===== src/bcd_hms_game_clock_core_assert.svh =====
// Assertion macros shared by the game clock modules.
// Each macro expects signals named clk and rst in the module that uses it.
`ifndef BCD_HMS_GAME_CLOCK_CORE_ASSERT_SVH
`define BCD_HMS_GAME_CLOCK_CORE_ASSERT_SVH

// Same-cycle implication.
`define BHGC_ASSERT_IMPL(label, ante, cons, msg) \
  label: assert property (@(posedge clk) disable iff (rst) (ante) |-> (cons)) \
    else $error(msg);

// Next-cycle implication.
`define BHGC_ASSERT_NEXT(label, ante, cons, msg) \
  label: assert property (@(posedge clk) disable iff (rst) (ante) |=> (cons)) \
    else $error(msg);

`endif


===== src/bhgc_pkg.sv =====
package bhgc_pkg;

  typedef enum logic [1:0] {
    CMD_SAMPLE = 2'd0,
    CMD_START  = 2'd1,
    CMD_STOP   = 2'd2,
    CMD_RESET  = 2'd3
  } cmd_t;

  // Index 0 is the hour tens digit, index 5 the second ones digit.
  typedef logic [5:0][3:0] digits_t;

  typedef struct packed {
    logic [7:0] hours;
    logic [5:0] minutes;
    logic [5:0] seconds;
  } hms_t;

  typedef struct packed {
    logic    passed;
    digits_t digits;
    logic    timed_out;
    logic    running;
  } result_t;

  localparam logic [18:0] SECS_MAX        = 19'd359999;
  localparam logic [31:0] JIFFIES_PER_SEC = 32'd60;
  localparam logic [5:0]  SAVED_RESET     = 6'd60;
  localparam logic [4:0]  DRIFT_PERIOD    = 5'd20;
  localparam logic [31:0] DRIFT_ADD       = 32'd3;

  // The concatenation lists index 5 first, down to index 0 last.
  localparam digits_t DIGIT_TOP = {4'd9, 4'd5, 4'd9, 4'd5, 4'd9, 4'd9};

  // Reciprocal constants for the limit conversion; both estimates may come
  // out one low and are corrected by a single compare and subtract.
  localparam logic [37:0] RECIP_3600 = 38'd37282;
  localparam logic [39:0] RECIP_60   = 40'd559240;

  function automatic logic [3:0] dec_tens(input logic [6:0] v);
    logic [14:0] p;
    p = 15'(v) * 15'd205;
    return p[14:11];
  endfunction

  function automatic logic [3:0] dec_ones(input logic [6:0] v);
    logic [6:0] t;
    t = 7'(dec_tens(v)) * 7'd10;
    return 4'(v - t);
  endfunction

endpackage


===== src/bhgc_limit_conv.sv =====
module bhgc_limit_conv (
  input  logic        clk,
  input  logic        rst,
  input  logic        cfg_we,
  input  logic [18:0] cfg_wdata,
  output logic [18:0] limit,
  output bhgc_pkg::hms_t limit_hms
);
  import bhgc_pkg::*;

  logic [18:0] conv_n;
  logic [7:0]  hour_est;
  logic [13:0] min_est;

  logic [37:0] hour_prod;
  logic [39:0] min_prod;
  logic [19:0] hour_rem;
  logic [19:0] min_rem;
  logic        hour_fix;
  logic        min_fix;
  logic [7:0]  hours_c;
  logic [13:0] total_min;
  logic [13:0] min_in_hour;
  logic [5:0]  secs_c;

  assign hour_prod = 38'(cfg_wdata) * RECIP_3600;
  assign min_prod  = 40'(cfg_wdata) * RECIP_60;

  always_ff @(posedge clk) begin
    if (rst) begin
      limit <= '0;
    end else if (cfg_we) begin
      limit <= cfg_wdata;
    end
  end

  // First stage: reciprocal estimates of hours and whole minutes.
  always_ff @(posedge clk) begin
    if (cfg_we) begin
      conv_n   <= cfg_wdata;
      hour_est <= hour_prod[34:27];
      min_est  <= min_prod[38:25];
    end
  end

  assign hour_rem    = 20'(conv_n) - 20'(hour_est) * 20'd3600;
  assign hour_fix    = hour_rem >= 20'd3600;
  assign hours_c     = hour_est + 8'(hour_fix);
  assign min_rem     = 20'(conv_n) - 20'(min_est) * 20'd60;
  assign min_fix     = min_rem >= 20'd60;
  assign total_min   = min_est + 14'(min_fix);
  assign secs_c      = min_fix ? 6'(min_rem - 20'd60) : min_rem[5:0];
  assign min_in_hour = total_min - 14'(hours_c) * 14'd60;

  // Second stage: hours, minutes within the hour and seconds.
  always_ff @(posedge clk) begin
    limit_hms.hours   <= hours_c;
    limit_hms.minutes <= min_in_hour[5:0];
    limit_hms.seconds <= secs_c;
  end

endmodule


===== src/bhgc_engine.sv =====
`include "bcd_hms_game_clock_core_assert.svh"

module bhgc_engine (
  input  logic           clk,
  input  logic           rst,
  input  logic           fire,
  input  bhgc_pkg::cmd_t cmd,
  input  logic [31:0]    now,
  input  logic [18:0]    limit,
  input  bhgc_pkg::hms_t limit_hms,
  output bhgc_pkg::result_t res
);
  import bhgc_pkg::*;

  logic        run;
  logic        tmo;
  logic        down;
  logic [18:0] elapsed;
  logic [5:0]  saved;
  logic [31:0] deadline;
  logic [4:0]  drift;
  digits_t     digits;

  logic        run_next;
  logic        tmo_next;
  logic        down_next;
  logic [18:0] elapsed_next;
  logic [5:0]  saved_next;
  logic [31:0] deadline_next;
  logic [4:0]  drift_next;
  digits_t     digits_next;
  logic        passed;

  logic [31:0] dl_sec;
  logic [31:0] lag_now;
  logic [31:0] lag_next;
  logic [31:0] lead;
  logic [4:0]  drift_dec;
  logic [18:0] elapsed_inc;
  logic [5:0]  at_top;
  logic [5:0]  at_zero;
  logic [5:0]  carry;
  digits_t     digits_step;
  digits_t     digits_limit;
  logic [6:0]  hour_mod;

  assign dl_sec      = deadline + JIFFIES_PER_SEC;
  assign lag_now     = now - deadline;
  assign lag_next    = now - dl_sec;
  assign lead        = deadline - now;
  assign drift_dec   = drift - 5'd1;
  assign elapsed_inc = (elapsed < SECS_MAX) ? elapsed + 19'd1 : elapsed;

  // BCD ripple: a digit steps when every digit below it wraps.
  assign carry[5] = 1'b1;
  for (genvar i = 0; i < 6; i++) begin : g_digit
    assign at_top[i]  = digits[i] == DIGIT_TOP[i];
    assign at_zero[i] = digits[i] == 4'd0;
    if (i < 5) begin : g_carry
      assign carry[i] = carry[i+1] && (down ? at_zero[i+1] : at_top[i+1]);
    end
    always_comb begin
      if (!carry[i]) begin
        digits_step[i] = digits[i];
      end else if (down) begin
        digits_step[i] = at_zero[i] ? DIGIT_TOP[i] : digits[i] - 4'd1;
      end else begin
        digits_step[i] = at_top[i] ? 4'd0 : digits[i] + 4'd1;
      end
    end
  end

  assign hour_mod = (limit_hms.hours >= 8'd100) ? 7'(limit_hms.hours - 8'd100)
                                                : limit_hms.hours[6:0];
  assign digits_limit[0] = dec_tens(hour_mod);
  assign digits_limit[1] = dec_ones(hour_mod);
  assign digits_limit[2] = dec_tens(7'(limit_hms.minutes));
  assign digits_limit[3] = dec_ones(7'(limit_hms.minutes));
  assign digits_limit[4] = dec_tens(7'(limit_hms.seconds));
  assign digits_limit[5] = dec_ones(7'(limit_hms.seconds));

  always_comb begin
    run_next      = run;
    tmo_next      = tmo;
    down_next     = down;
    elapsed_next  = elapsed;
    saved_next    = saved;
    deadline_next = deadline;
    drift_next    = drift;
    digits_next   = digits;
    passed        = 1'b0;
    case (cmd)
      CMD_SAMPLE: begin
        if (run && !tmo && !lag_now[31]) begin
          if (!lag_next[31]) begin
            // Fell a whole second behind: resynchronize to the time base.
            deadline_next = now + JIFFIES_PER_SEC;
          end else if (drift_dec == 5'd0) begin
            deadline_next = dl_sec + DRIFT_ADD;
            drift_next    = DRIFT_PERIOD;
          end else begin
            deadline_next = dl_sec;
            drift_next    = drift_dec;
          end
          elapsed_next = elapsed_inc;
          digits_next  = digits_step;
          if (down && elapsed_inc >= limit) begin
            tmo_next = 1'b1;
            run_next = 1'b0;
          end
          passed = 1'b1;
        end
      end
      CMD_START: begin
        if (!run && !tmo) begin
          deadline_next = now + 32'(saved);
          drift_next    = DRIFT_PERIOD;
          run_next      = 1'b1;
        end
      end
      CMD_STOP: begin
        if (run) begin
          if (lead[31] || lead == 32'd0) begin
            saved_next = 6'd1;
          end else if (lead > JIFFIES_PER_SEC) begin
            saved_next = SAVED_RESET;
          end else begin
            saved_next = lead[5:0];
          end
          run_next = 1'b0;
        end
      end
      default: begin
        run_next     = 1'b0;
        tmo_next     = 1'b0;
        elapsed_next = '0;
        saved_next   = SAVED_RESET;
        down_next    = limit != 19'd0;
        digits_next  = (limit != 19'd0) ? digits_limit : '0;
      end
    endcase
  end

  always_ff @(posedge clk) begin
    if (rst) begin
      run      <= 1'b0;
      tmo      <= 1'b0;
      down     <= 1'b0;
      elapsed  <= '0;
      saved    <= SAVED_RESET;
      deadline <= '0;
      drift    <= DRIFT_PERIOD;
      digits   <= '0;
    end else if (fire) begin
      run      <= run_next;
      tmo      <= tmo_next;
      down     <= down_next;
      elapsed  <= elapsed_next;
      saved    <= saved_next;
      deadline <= deadline_next;
      drift    <= drift_next;
      digits   <= digits_next;
    end
  end

  assign res.passed    = passed;
  assign res.digits    = digits_next;
  assign res.timed_out = tmo_next;
  assign res.running   = run_next;

  `BHGC_ASSERT_IMPL(a_tmo_stopped, tmo, !run, "clock runs while timed out")
  `BHGC_ASSERT_IMPL(a_drift_range, 1'b1, drift != 5'd0 && drift <= DRIFT_PERIOD, "drift count out of range")
  `BHGC_ASSERT_IMPL(a_saved_range, 1'b1, saved != 6'd0 && saved <= SAVED_RESET, "saved jiffies out of range")
  `BHGC_ASSERT_IMPL(a_elapsed_sat, 1'b1, elapsed <= SECS_MAX, "elapsed seconds above saturation")

endmodule


===== src/bcd_hms_game_clock_core.sv =====
// Game clock with BCD HH:MM:SS display driven by a 60 Hz time base.
// Input channel: in_valid/in_stall carry a command (func) and the current
// time-base value (now). Output channel: out_valid/out_stall carry one result
// per input transaction: the digits shown, second_passed, timed_out and
// is_running, all as they stand after that command.
// From input acceptance to out_valid a transaction passes one input register
// and one result register with the clock state updated in between. One
// transaction is accepted per cycle as long as the result register can drain.
// When the receiver stalls, the result register holds, the input register
// still takes one more transaction, and in_stall rises only once both are full.
// The user must write the count-down limit via cfg_we/cfg_wdata only while the
// block is idle; the block does not enforce it. Its conversion to hours, minutes
// and seconds is registered behind the write and is ready before any following
// transaction reaches the state. A synchronous rst empties both registers and
// returns the clock to stopped, count-up, 00:00:00 with a zero limit.
`include "bcd_hms_game_clock_core_assert.svh"

module bcd_hms_game_clock_core (
  input  logic        clk,
  input  logic        rst,
  input  logic        cfg_we,
  input  logic [18:0] cfg_wdata,
  input  logic        in_valid,
  output logic        in_stall,
  input  logic [1:0]  func,
  input  logic [31:0] now,
  output logic        out_valid,
  input  logic        out_stall,
  output logic        second_passed,
  output logic [3:0]  hour_tens,
  output logic [3:0]  hour_ones,
  output logic [2:0]  minute_tens,
  output logic [3:0]  minute_ones,
  output logic [2:0]  second_tens,
  output logic [3:0]  second_ones,
  output logic        timed_out,
  output logic        is_running
);
  import bhgc_pkg::*;

  logic        in_full;
  cmd_t        in_cmd;
  logic [31:0] in_now;
  logic        out_full;
  result_t     out_res;

  logic        advance;
  logic        take;
  logic [18:0] limit;
  hms_t        limit_hms;
  result_t     res;

  assign advance  = in_full && (!out_full || !out_stall);
  assign in_stall = in_full && !advance;
  assign take     = in_valid && !in_stall;

  bhgc_limit_conv u_conv (
    .clk       (clk),
    .rst       (rst),
    .cfg_we    (cfg_we),
    .cfg_wdata (cfg_wdata),
    .limit     (limit),
    .limit_hms (limit_hms)
  );

  bhgc_engine u_engine (
    .clk       (clk),
    .rst       (rst),
    .fire      (advance),
    .cmd       (in_cmd),
    .now       (in_now),
    .limit     (limit),
    .limit_hms (limit_hms),
    .res       (res)
  );

  always_ff @(posedge clk) begin
    if (rst) begin
      in_full <= 1'b0;
    end else if (take) begin
      in_full <= 1'b1;
    end else if (advance) begin
      in_full <= 1'b0;
    end
  end

  always_ff @(posedge clk) begin
    if (take) begin
      in_cmd <= cmd_t'(func);
      in_now <= now;
    end
  end

  always_ff @(posedge clk) begin
    if (rst) begin
      out_full <= 1'b0;
    end else if (advance) begin
      out_full <= 1'b1;
    end else if (!out_stall) begin
      out_full <= 1'b0;
    end
  end

  always_ff @(posedge clk) begin
    if (advance) begin
      out_res <= res;
    end
  end

  assign out_valid     = out_full;
  assign second_passed = out_res.passed;
  assign hour_tens     = out_res.digits[0];
  assign hour_ones     = out_res.digits[1];
  assign minute_tens   = out_res.digits[2][2:0];
  assign minute_ones   = out_res.digits[3];
  assign second_tens   = out_res.digits[4][2:0];
  assign second_ones   = out_res.digits[5];
  assign timed_out     = out_res.timed_out;
  assign is_running    = out_res.running;

  `BHGC_ASSERT_NEXT(a_adv_fills_out, advance, out_full, "result register empty after advance")
  `BHGC_ASSERT_IMPL(a_no_overwrite, out_full && out_stall, !advance, "stalled result overwritten")
  `BHGC_ASSERT_IMPL(a_pass_state, out_full && out_res.passed, out_res.running || out_res.timed_out, "second counted while stopped")

endmodule


===== config.mk =====
export PLATFORM = sky130hd
export DESIGN_NAME = bcd_hms_game_clock_core
export DESIGN_NICKNAME = d
export VERILOG_FILES = /design/src/bhgc_pkg.sv /design/src/bhgc_limit_conv.sv /design/src/bhgc_engine.sv /design/src/bcd_hms_game_clock_core.sv
export VERILOG_INCLUDE_DIRS = /design/src /design/src/src
export SDC_FILE = /design/constraint.sdc
export NUM_CORES = 1
export LEC_CHECK = 0
export BUFFER_PORTS_ARGS = -buffer_cell sky130_fd_sc_hd__buf_2
export CAP_MARGIN = 20
export CORE_MARGIN = 4
export CORE_UTILIZATION = 45
export DETAILED_ROUTE_END_ITERATION = 7
export PLACE_DENSITY_LB_ADDON = 0.05
export SKIP_LAST_GASP = 1
export SYNTH_ARGS = -nofsm -noshare
export SYNTH_HDL_FRONTEND = slang
export SYNTH_SLANG_ARGS = --single-unit

===== constraint.sdc =====
create_clock -name clk -period 8.3 [get_ports clk]
set_input_delay 0 -clock clk [delete_from_list [all_inputs] [get_ports clk]]
set_output_delay 0 -clock clk [all_outputs]
set_load 0.1 [all_outputs]

# After elaboration in Yosys (flattened, before gate mapping)
# Cells that the tools add are included.
# totals
input_bits	58
wordCells	199
register_bits	230
output_inout_bits	27
# classes
add_sub_neg	31
magnitude_cmp	6
reduce_logical	40
n_mul	11
n_mux	62
eq_ne	13
bitwise	3
# op_table
operator	n
32-bit two-way mux	4
32-bit subtractor	3
4-bit two-way mux	23
32-bit by 6-bit adder with 32-bit output (second input constant)	2
32-bit case mux with 2 select lines	1
24-bit two-way mux	2
24-bit case mux with 2 select lines	1
19-bit by 20-bit subtractor with 20-bit output	2
19-bit two-way mux	2
19-bit case mux with 2 select lines	1
19-bit by 17-bit multiplier with 36-bit output (second input constant)	1
19-bit by 15-bit multiplier with 34-bit output (second input constant)	1
32-bit by 2-bit adder with 32-bit output (second input constant)	1
32-bit by 6-bit adder with 32-bit output	1
32-bit by 6-bit > comparator with 1-bit output (second input constant)	1
32-bit zero test	1
6-bit by 8-bit multiplier with 14-bit output (second input constant)	2
4-bit by 1-bit adder with 4-bit output (second input constant)	6
4-bit zero test	6
6-bit two-way mux	4
4-bit by 1-bit subtractor with 4-bit output (second input constant)	6
20-bit by 12-bit >= comparator with 1-bit output (second input constant)	1
20-bit by 6-bit >= comparator with 1-bit output (second input constant)	1
5-bit two-way mux	4
other kinds (41)	89

# Logic depth before layout (Yosys ltp)
# Gate-level depths: netlist of the first run.
# depth
word_depth	9
mapped_depth	31
ltp_nobuf	31

# Hierarchy
# Synthesis of the first run repeated with hierarchy kept, for this count alone.
# unflattened
hier_cells	3465
area_unflattened_um2	30143.9
# by_module_without_submodules
mod	cells_each	seq_area_each_um2	area_per_inst_um2	instances
bhgc_engine	2150	1781.7	15670.0	1
bhgc_limit_conv	1246	2011.9	12615.8	1
bcd_hms_game_clock_core	69	1811.7	1858.0	1

# Worst setup path before layout of the first run
# Ideal clock, no wire load.
# synth_path
path_kind	reg-to-reg
start	reg u_conv.hour_est[1]
end	reg u_conv.limit_hms[11] (netlist name)
arrival_time_ns	6.409
required_time_ns	8.179
n_path_buf	0
setup_ns	0.121
path_slack_ns	1.770
path_stages_with_launch	28
synth_period_minus_slack_ns	6.530
path_cell_list	edfxtp_1 fa_1 ha_1 ha_1 ha_1 ha_1 fa_1 inv_1 ha_1 nand2_1 o2bb2a_1 a211o_1 o21a_1 o21ai_0 xnor2_1 nand4b_1 ha_1 ha_1 ha_1 ha_1 ha_1 inv_1 ha_1 xnor2_1 xnor2_1 xnor2_1 xnor2_1 xnor2_1
# synth_between
elab_chain_cells	6
# synth_rtl
item	line	rtl
from (decl)	bhgc_limit_conv.sv:12	logic [7:0] hour_est;
from (signal assigned)	bhgc_limit_conv.sv:41	hour_est <= hour_prod[34:27];
8-bit by 8-bit multiplier with 16-bit output	bhgc_limit_conv.sv:46	assign hour_rem = 20'(conv_n) - 20'(hour_est) * 20'd3600;
19-bit by 20-bit subtractor with 20-bit output	bhgc_limit_conv.sv:46	
20-bit by 12-bit >= comparator with 1-bit output	bhgc_limit_conv.sv:47	assign hour_fix = hour_rem >= 20'd3600;
8-bit by 1-bit adder with 8-bit output (*)	bhgc_limit_conv.sv:48	assign hours_c = hour_est + 8'(hour_fix);
named net u_conv.hours_c[1]	bhgc_limit_conv.sv:21	logic [7:0] hours_c;
8-bit by 4-bit multiplier with 4-bit output (*)	bhgc_limit_conv.sv:53	assign min_in_hour = total_min - 14'(hours_c) * 14'd60;
6-bit subtractor (*)	bhgc_limit_conv.sv:53	
named net u_conv.min_in_hour[5]	bhgc_limit_conv.sv:23	logic [13:0] min_in_hour;
# The timed path passes the listed nets; every way through them passes the cells marked *.
# A chain may end at the register's enable or synchronous reset.

# Final worst setup path of the first run
# layout_path
start	reg u_conv.hour_est[1]
end	reg u_conv.limit_hms[11] (netlist name)
# layout_between
elab_chain_cells	6
# layout_rtl
item	line
8-bit by 8-bit multiplier with 16-bit output	bhgc_limit_conv.sv:46
19-bit by 20-bit subtractor with 20-bit output	bhgc_limit_conv.sv:46
20-bit by 12-bit >= comparator with 1-bit output	bhgc_limit_conv.sv:47
8-bit by 1-bit adder with 8-bit output (*)	bhgc_limit_conv.sv:48
named net u_conv.hours_c[1]	bhgc_limit_conv.sv:21
8-bit by 4-bit multiplier with 4-bit output (*)	bhgc_limit_conv.sv:53
6-bit subtractor (*)	bhgc_limit_conv.sv:53
named net u_conv.min_in_hour[5]	bhgc_limit_conv.sv:23
# Marks and branches as above.

==> summary.txt, run 1 <==
Logic synthesis
  • Post-Syn Area: between 0.02 and 0.03 sq mm
  • Synth unique cells: around 110
  • Post-synth EDFFs: 100
  • Cells after Synth: 3,319
  • Seq/Total Area, Yosys: 0.191
  • Synth async-reset ratio: 0
  • Register bit total from synthesis: 230
  • Mean post-synth cell area: 8.86 sq um
  • Ys flop type: dfxtp_1
  • Yosys Warn Count: 0
  • Post-Syn Nets: around 4,100

Cells and area
  • # nets final: 4,190
  • Fillers: 6,155
  • Util after Layout: 0.498
  • Register area: approximately 0.0056 sq mm
  • Area occupied by multi-input gates: 0.0218 sq mm
  • Share of cells above drive strength 1: 0.0625
  • Synth-to-layout area growth: 9.34%

Drt
  • Vias post-DR: 24,800
  • WL final: 84,600 microns
  • DR WL/cell: 19.7 microns
  • DRC viols: 0
  • Pre-antenna DRT Iters: 5
  • Post-DRT Antenna Nets: 0
  • Detailed-route vias per instance: 5.77
  • Drt initial violations: 1,603

Global route
  • Largest net degree at the start of global routing: 61
  • GRT met1 Usage: 0.323
  • All-Layer GR Usage: 0.236
  • Met2 usage: 0.404
  • Vias in the first global route: ~25,000
  • Initial antenna violation count: 3
  • Total congestion overflow: 0
  • Busiest grt layer: met2
  • Grt met3 use: 0.0219
  • Global-route wire length before repair: 136,000 microns

Placed design
  • Port Buffers: 84
  • GPL Wtd Cong: 0.925
  • Post-DP HPWL: 66,700 microns

Worst setup path
  • CP max FO: 7
  • Top cell by count, worst path: ha_1
  • RR Startpoint: u_conv.hour_est[1]
  • Critical-path top delay cell: edfxtp_1
  • WP data arrival: 7590 ps
  • CP max stage delay: 550 ps
  • Capturing point of the worst reg2reg path: u_conv.limit_hms[11]
  • Endpoint class of the critical path: flop
  • Cells on worst reg2reg path: 30
  • Setup CP Type: flop to flop
  • Register-to-register setup slack: 1180 ps
  • Worst Setup Start Kind: flop
  • Required time worst endpoint: 8760 ps

Timing
  • Worst slew pin tran: between 1000 and 1500 ps
  • RSZ-0062 raised after global routing: no
  • # setup viols final: 0
  • Maximum clock frequency: 140 MHz
  • Setup TNS: 0 ps
  • Fin crit share: 0.858
  • Max Transition Viols Final: 0
  • Clk_skew: 22.0 ps
  • Minimum clock period: 7120 ps
  • Final Hold Fails: 0
  • Slew Limit Headroom: 0.243

Run status
  • Status: completed

Clock network
  • Skew-Pair Late Insertion Delay: 590 ps
  • Htree depth: 1
  • CTS resizes: 0
  • CTS sink count: between 200 and 250
  • Num CTS Buffers: 30
  • Clk buf depth: 3
  • CTS tree: built
  • Post-CTS Hold Buffers: 58
  • Post-CTS setup buffers: 0
  • Clock Pin Slew Worst Setup and Hold Paths: around 60 ps
  • Clk root buf: clkbuf_16

Floorplanning
  • Num ports: 85
  • Starting Density: 0.455
  • Die width: about 260 microns
  • Core Area: 0.0646 sq mm
  • Die area: 0.0695 sq mm
  • Die height: approximately 260 microns
  • # rows: 93

Flow run
  • Max Cap Violations: 0

Hold path
  • Hold Crit Class: primary input to flop
  • Worst Hold Path Cells: 2
  • Hold endpoint: in_now[23]
  • Hold wc startpoint: now[23]
## sequential cells by signal, indices dropped and copies added (netlist names), 5 cells and up
signal	flops
in_now	32
u_engine.digits	24
u_conv.limit_hms	20
u_engine.elapsed	19
u_conv.conv_n	19
u_conv.hour_est	8
u_conv.limit	19
u_conv.min_est	14
u_engine.saved	6
u_engine.drift	5
u_engine.deadline	32
## routing by layer
| layer | vias up | wire length, microns |
|---|---|---|
| met5 | - | 0 |
| li1 | 12096 | - |
| met2 | 624 | 40000 |
| met1 | 11948 | 38700 |
| met3 | 132 | 4030 |
| met4 | 0 | 1870 |
## synth_stat cells (36+ instances only)
master      n  area (sq um)
clkbuf_1   60           225
a21oi_1   183           916
dfxtp_1   130          2600
o21ai_0   142           711
xnor2_1   144          1260
nor3_1     88           440
a31oi_1    44           275
fa_1      135          2700
edfxtp_1  100          3000
nor2_1    201           754
nand2b_1   36           225
a21o_1     63           473
xor2_1     55           482
ha_1      582          7280
inv_1     398          1490
nand3_1    72           360
nand4_1    49           307
nor2b_1    43           269
nand2_1   206           773
## worst max-delay path by stage
stage                            start                    to  slack (ps)
floorplan           u_conv.hour_est[1]  u_conv.limit_hms[11]        1770
global placement    u_conv.hour_est[1]  u_conv.limit_hms[11]        1190
detailed placement  u_conv.hour_est[1]  u_conv.limit_hms[11]        1120
CTS                 u_conv.hour_est[1]  u_conv.limit_hms[11]        1090
global route         u_conv.min_est[3]  u_conv.limit_hms[11]         530
finish              u_conv.hour_est[1]  u_conv.limit_hms[11]        1180
## layout make-up
| cell class | instances | area share |
|---|---|---|
| Multi-Input combinational cell | 2592 | 0.677 |
| Sequential cell | 230 | 0.174 |
| Inverter | 399 | 0.0466 |
| Timing Repair Buffer | 162 | 0.0358 |
| Tap cell | 855 | 0.0333 |
| Clock buffer | 40 | 0.0274 |
| Clock inverter | 16 | 0.00490 |
| Antenna cell | 3 | 0.000234 |
## worst max-delay path: cells and delay by family, from the launching register on
family	cells	cell delay, ps
XOR/XNOR	6	800
adder cells (fa/ha/maj)	12	3840
AO/OA/AOI/OAI	8	1140
AND/OR/NAND/NOR	3	620
buffers and inverters	1	50
flip-flops	1	550
## kinds of logic (layout without fill, tap and decap cells)
logic type / after synthesis / in the layout / synth area share
other: 0 / 3 / 0
buffers and inverters: 497 / 617 / 0.0692
xor gates and xnor gates: 203 / 203 / 0.0621
and+or+nand+nor: 860 / 860 / 0.148
DFF: 230 / 230 / 0.191
adders and majority gates: 717 / 717 / 0.340
AOI/OAI and AO/OA: 773 / 773 / 0.177
muxes: 39 / 39 / 0.0134
## stage by stage
stage	hold WS, ps	worst slack (ps)	std cells	instance area, sq um
floorplan	98.9	1770	3319	29400
global placement	177	1190	4179	30500
global route	106	531	4295	32100
CTS	91.8	1090	4293	32100
detailed placement	179	1120	4179	30500
finish	121	1180	4297	32100
## cells in the final DEF, fill, tap and decap left out, types with 13 or more instances in the layout
master and count:
a2111oi_0 13, a211o_1 21, a211oi_1 24, a21o_1 63
a21oi_1 183, a31oi_1 44, and2_1 16, and3_1 25
buf_2 84, buf_4 20, clkbuf_16 33, dfxtp_1 130
dlygate4sd3_1 58, edfxtp_1 100, fa_1 135, ha_1 581
inv_1 397, mux2i_1 35, nand2_1 206, nand2b_1 36
nand3_1 72, nand4_1 49, nor2_1 201, nor2b_1 42
nor3_1 88, nor4_1 33, o211ai_1 28, o21a_1 35
o21ai_0 142, o21bai_1 19, o22ai_1 17, o31ai_1 20
or3_1 14, xnor2_1 144, xor2_1 55
Power of run 1 is left out: the tool's default activity adds up to more than one toggle a clock period on the data nets, which glitch-free logic cannot reach.
==> inputs of run 2 (changes only) <==
--- a/config.mk
+++ b/config.mk
@@ -8,7 +8,8 @@
 export LEC_CHECK = 0
 export BUFFER_PORTS_ARGS = -buffer_cell sky130_fd_sc_hd__buf_2
 export CAP_MARGIN = 20
-export CORE_MARGIN = 4
+export CELL_PAD_IN_SITES_DETAIL_PLACEMENT = 0
+export CELL_PAD_IN_SITES_GLOBAL_PLACEMENT = 1
 export CORE_UTILIZATION = 45
 export DETAILED_ROUTE_END_ITERATION = 7
 export PLACE_DENSITY_LB_ADDON = 0.05
==> run 2 against run 1 <==
  * Setup slack worse by 160 ps
  * Count of clock-buffer cells in the layout decreased by 6
  * First-iteration DRC count shrank 13%
  * Utilization is essentially flat
  * Via count shrank 0.33%
  * Clock skew up 2.5 ps
  * Sequential share of layout area about the same
  * Final area shrank 0.19%
  * Global-route usage rose by 2.0 points
  * Critical path type unchanged
  * Flip-flop and latch count unchanged
==> summary.txt, run 2 (same netlist as run 1, synthesis figures left out) <==
Drt
  • Post-DRT Antenna Nets: 0 (unchanged)
  • WL final: 85,500 microns (was 84,600 microns)
  • Vias post-DR: 24,719 (was 24,800)
  • DR WL/cell: 19.9 microns (was 19.7 microns)
  • Pre-antenna DRT Iters: 8 (was 5)
  • Detailed-route vias per instance: 5.76 (was 5.77)
  • DRC viols: 0 (unchanged)
  • Drt initial violations: 1,400 (was 1,603)

Worst setup path
  • WP data arrival: 7820 ps (was 7590 ps)
  • Cells on worst reg2reg path: 28 (was 30)
  • Top delay family on crit path: compound AO/OA/AOI/OAI gates (was adder cells)
  • WP depth: 28 (was 30)
  • Register-to-register setup slack: 1020 ps (was 1180 ps)
  • Setup CP Type: flop to flop (unchanged)
  • Required time worst endpoint: 8840 ps (was 8760 ps)
  • CP max FO: 7 (unchanged)
  • Top cell by count, worst path: a21oi_1 (was ha_1)
  • Capturing point of the worst reg2reg path: u_conv.limit_hms[11] (unchanged)
  • RR Startpoint: u_conv.min_est[1] (was u_conv.hour_est[1])
  • Worst path bufs/invs: 2 (was 1)
  • Critical-path top delay cell: fa_1 (was edfxtp_1)
  • CP max stage delay: 520 ps (was 550 ps)
  • Worst Setup Start Kind: flop (unchanged)
  • Endpoint class of the critical path: flop (unchanged)

Global route
  • Largest net degree at the start of global routing: 72 (was 61)
  • Total congestion overflow: 0 (unchanged)
  • Initial antenna violation count: 3 (unchanged)
  • All-Layer GR Usage: 0.256 (was 0.236)
  • Global-route wire length before repair: 136,000 microns (about the same)
  • Vias in the first global route: 24,853 (was 25,152)

Clock network
  • CTS resizes: 0 (unchanged)
  • Clk root buf: clkbuf_16 (unchanged)
  • Clk buf depth: 3 (unchanged)
  • Htree depth: 1 (unchanged)
  • CTS sink count: 230 (unchanged)
  • Num CTS Buffers: 29 (was 30)
  • Skew-Pair Late Insertion Delay: 610 ps (was 590 ps)
  • Clock Pin Slew Worst Setup and Hold Paths: 70 ps (was 60 ps)
  • CTS tree: built (unchanged)

Cells and area
  • Share of cells above drive strength 1: 0.0611 (was 0.0625)
  • Final instance area: 0.0321 sq mm (about the same)
  • Fillers: 6,147 (was 6,155)
  • Finished Layout Cells: 4,293 (was 4,297)
  • Synth-to-layout area growth: 9.13% (was 9.34%)
  • Biggest regs: in_now: 32 flops, u_engine.deadline: 32 flops, u_engine.digits: 24 flops (unchanged)
  • Most common cell after layout, fill and taps aside: ha_1 (unchanged)
  • # nets final: 4,189 (was 4,190)
  • Commonest non-fill, non-tap cells in the layout: ha_1 (581), inv_1 (397), nand2_1 (206) (unchanged)

Floorplanning
  • # rows: 93 (unchanged)
  • Die width: 258 microns (was 264 microns)
  • Die area: 0.0664 sq mm (was 0.0695 sq mm)
  • Die height: 258 microns (was 264 microns)
  • Core Area: 0.0645 sq mm (was 0.0646 sq mm)
  • Starting Density: 0.456 (was 0.455)
  • Num ports: 85 (unchanged)

Flow run
  • Max Cap Violations: 0 (unchanged)

Placed design
  • Area after DPL: 0.0305 sq mm (about the same)
  • Port Buffers: 84 (unchanged)
  • Dpl cells: 4,181 (was 4,179)
  • Post-DP HPWL: 66,900 microns (was 66,700 microns)
  • GPL Wtd Cong: 0.915 (was 0.925)

Timing
  • Minimum clock period: 7280 ps (was 7120 ps)
  • Setup TNS: 0 ps (unchanged)
  • Fin crit share: 0.877 (was 0.858)
  • RSZ-0062 raised after global routing: no (unchanged)
  • Worst slew pin tran: 1080 ps (was 1130 ps)
  • Clk_skew: 24.5 ps (was 22.0 ps)
  • # setup viols final: 0 (unchanged)
  • Maximum clock frequency: 137 MHz (was 140 MHz)
  • Final Hold Fails: 0 (unchanged)
  • Max Transition Viols Final: 0 (unchanged)
  • Slew Limit Headroom: 0.258 (was 0.243)

Hold path
  • Hold wc startpoint: now[19] (was now[23])
  • Worst Hold Path Cells: 2 (unchanged)
  • Hold endpoint: in_now[19] (was in_now[23])
  • Hold Crit Class: primary input to flop (unchanged)

Run status
  • Status: completed (unchanged)
[run 2: routing by layer]
metal	GRT usage	wire length (microns)	up-vias
met5	0	23	-
met4	0.0672	2170	4
met3	0.0340	4160	131
met2	0.432	39700	591
met1	0.344	39400	11894
li1	-	-	12099
[run 2: how the worst max path moves through the flow]
stage | start | end | slack, ps
CTS | u_conv.hour_est[1] | u_conv.limit_hms[11] | 1040
floorplan | u_conv.hour_est[1] | u_conv.limit_hms[11] | 1770
global placement | u_conv.hour_est[1] | u_conv.limit_hms[11] | 1210
finish | u_conv.min_est[1] | u_conv.limit_hms[11] | 1020
detailed placement | u_conv.hour_est[1] | u_conv.limit_hms[11] | 1090
global route | u_conv.min_est[1] | u_conv.limit_hms[11] | 430
[run 2: per-stage QoR]
step                worst slack [ps]   util  hold slack (ps)
floorplan                       1770      -             98.9
global placement                1210  0.474              176
detailed placement              1090  0.474              179
CTS                             1040  0.498             86.7
global route                     435  0.498              108
finish                          1020  0.498              116
[run 2: cell type report]
class	instances	area [sq um]	share of cell area
multi-input combinational	2592	21800	0.679
sequential	230	5610	0.175
inverter	399	1500	0.0467
timing repair buffer	162	1150	0.0358
tap	855	1070	0.0333
clock buffer	34	754	0.0235
clock inverter	20	231	0.00721
antenna	1	2.50	0.0000780
[run 2: what timing repair did]
| action | in CTS | in global routing |
|---|---|---|
| buffers inserted | 0 | 0 |
| hold endpoints to repair | 78 | 0 |
| hold buffers | 57 | 0 |
Power of run 2 is left out for the same reason.
==> inputs of run 3 (changes only) <==
==> constraint.sdc (replaced) <==
create_clock -name clk -period 6.7 [get_ports clk]
set_input_delay 0 -clock clk [delete_from_list [all_inputs] [get_ports clk]]
set_output_delay 0 -clock clk [all_outputs]
set_load 0.1 [all_outputs]
==> run 3 against run 2 <==
  * Maximum frequency grew 10%
  * Worst hold slack lost 16 ps
  * Cell count grew 1.4%
  * Routed wire length grew 1.6%
  * First-iteration DRC count grew 22%
  * Die area is the same
  * Critical path type unchanged
==> summary.txt, run 3 (same netlist as run 1, synthesis figures left out) <==
Run status
  • Status: completed (unchanged)

Worst setup path
  • Setup CP Type: flop to flop (unchanged)
  • CP max stage delay: 560 ps (was 520 ps)
  • RR Startpoint: u_conv.hour_est[1] (was u_conv.min_est[1])
  • Register-to-register setup slack: 90 ps (was 1020 ps)
  • Cells on worst reg2reg path: 28 (unchanged)
  • Top cell by count, worst path: ha_4 (was a21oi_1)
  • Capturing point of the worst reg2reg path: u_conv.limit_hms[11] (unchanged)
  • Required time worst endpoint: 7230 ps (was 8840 ps)
  • Critical-path top delay cell: fa_2 (was fa_1)
  • Endpoint class of the critical path: flop (unchanged)
  • CP max FO: 3 (was 7)
  • WP data arrival: 7140 ps (was 7820 ps)
  • Worst Setup Start Kind: flop (unchanged)

Floorplanning
  • # rows: 93 (unchanged)
  • Die width: 258 microns (unchanged)
  • Num ports: 85 (unchanged)
  • Die height: 258 microns (unchanged)
  • Die area: 0.0664 sq mm (unchanged)
  • Core Area: 0.0645 sq mm (unchanged)
  • Starting Density: 0.456 (unchanged)

Drt
  • DRC viols: 0 (unchanged)
  • Vias post-DR: 25,120 (was 24,719)
  • WL final: 86,800 microns (was 85,500 microns)
  • Pre-antenna DRT Iters: 6 (was 8)
  • Post-DRT Antenna Nets: 0 (unchanged)
  • DR WL/cell: 19.9 microns (about the same)
  • Drt initial violations: 1,707 (was 1,400)
  • Detailed-route vias per instance: 5.77 (was 5.76)

Placed design
  • Post-place setup slack: -345 ps (was 1090 ps)
  • GPL Wtd Cong: 0.924 (was 0.915)
  • Area after DPL: 0.0309 sq mm (was 0.0305 sq mm)
  • Post-DP HPWL: 67,900 microns (was 66,900 microns)
  • Port Buffers: 84 (unchanged)

Clock network
  • CTS sink count: 230 (unchanged)
  • Clock Pin Slew Worst Setup and Hold Paths: 60 ps (was 70 ps)
  • Clk buf depth: 3 (unchanged)
  • Skew-Pair Late Insertion Delay: 610 ps (about the same)
  • CTS tree: built (unchanged)
  • Htree depth: 1 (unchanged)
  • Clk root buf: clkbuf_16 (unchanged)
  • Num CTS Buffers: 29 (unchanged)

Global route
  • Global-route wire length before repair: 137,000 microns (was 136,000 microns)
  • Grt met3 use: 0.0252 (was 0.0340)
  • Total congestion overflow: 0 (unchanged)
  • Busiest grt layer: met2 (unchanged)
  • Initial antenna violation count: 6 (was 3)
  • Largest net degree at the start of global routing: 73 (was 72)
  • Met2 usage: 0.435 (was 0.432)
  • GRT met1 Usage: 0.349 (was 0.344)
  • All-Layer GR Usage: 0.257 (was 0.256)
  • Vias in the first global route: 25,066 (was 24,853)

Timing
  • Worst slew pin tran: 1050 ps (was 1080 ps)
  • RSZ-0062 raised after global routing: yes (was no)
  • Fin crit share: 0.987 (was 0.877)
  • # setup viols final: 0 (unchanged)
  • Clk_skew: 19.2 ps (was 24.5 ps)
  • Hold WS: 99.3 ps (was 116 ps)
  • Minimum clock period: 6610 ps (was 7280 ps)
  • Worst Slack Setup Final: 89.2 ps (was 1020 ps)
  • Slew Limit Headroom: 0.293 (was 0.258)
  • Maximum clock frequency: 151 MHz (was 137 MHz)
  • Max Transition Viols Final: 0 (unchanged)
  • Final Hold Fails: 0 (unchanged)

Cells and area
  • Util after Layout: 0.511 (was 0.498)
  • # nets final: 4,247 (was 4,189)
  • Commonest non-fill, non-tap cells in the layout: ha_1 (559), inv_1 (392), nand2_1 (204) (was ha_1 (581), inv_1 (397), nand2_1 (206))
  • Biggest regs: in_now: 32 flops, u_engine.deadline: 32 flops, u_engine.digits: 24 flops (unchanged)
  • Synth-to-layout area growth: 12.1% (was 9.13%)
  • Share of cells above drive strength 1: 0.0938 (was 0.0611)
  • Most common cell after layout, fill and taps aside: ha_1 (unchanged)
  • Final instance area: 0.0330 sq mm (was 0.0321 sq mm)
  • Fillers: 6,105 (was 6,147)

Flow run
  • Max Cap Violations: 0 (unchanged)

Hold path
  • Hold Crit Class: primary input to flop (unchanged)
  • Hold wc startpoint: now[10] (was now[19])
  • Hold endpoint: in_now[10] (was in_now[19])
  • Worst Hold Path Cells: 2 (unchanged)
## run 3: stage by stage
step | TNS (ps) | cells
after floorplan | 0 | 3319
after global placement | -142 | 4224
after detailed placement | -588 | 4224
after CTS | 0 | 4338
after global routing | -169 | 4351
final | 0 | 4352
## run 3: cell type report
class,instances,area (sq um),share of cell area
inverter,399,1500,0.0455
sequential,230,5610,0.170
tap,855,1070,0.0325
multi-input combinational,2592,22200,0.673
clock inverter,17,183,0.00554
antenna,2,5.00,0.000152
timing repair buffer,220,1600,0.0486
clock buffer,37,800,0.0243
## run 3: worst max-delay path, delay by kind of cell, from the launching register on
kind | cells | cell delay [ps]
buf+inv | 4 | 370
flops | 1 | 470
simple gates | 2 | 360
fa+ha+maj | 12 | 3490
compound gates | 4 | 950
xor+xnor | 6 | 880
## run 3: what timing repair did
action | CTS | global route
endpoints found under the setup margin | 3 | 10
gates cloned | 0 | 0
endpoints found under the hold margin | 74 | 0
pin swaps | 12 | 45
hold buffers | 56 | 0
buffers inserted | 4 | 12
resized for setup | 11 | 66
## run 3: metal layers
| layer | up-vias | wire length, microns |
|---|---|---|
| met5 | - | 58 |
| met4 | 8 | 1990 |
| met3 | 134 | 3900 |
| met2 | 603 | 41100 |
| met1 | 12172 | 39700 |
| li1 | 12203 | - |
## run 3: how the worst max path moves through the flow
| stage | startpoint | to | slack [ps] | depth (start not counted) |
|---|---|---|---|---|
| floorplan | u_conv.hour_est[1] | u_conv.limit_hms[11] | 170 | 27 |
| global placement | u_conv.hour_est[1] | u_conv.limit_hms[11] | -110 | 30 |
| detailed placement | u_conv.hour_est[1] | u_conv.limit_hms[11] | -350 | 30 |
| CTS | u_conv.min_est[1] | u_conv.limit_hms[11] | 20 | 28 |
| global route | u_conv.hour_est[2] | u_conv.limit_hms[11] | -110 | 32 |
| finish | u_conv.hour_est[1] | u_conv.limit_hms[11] | 90 | 28 |
Power of run 3 is left out for the same reason.
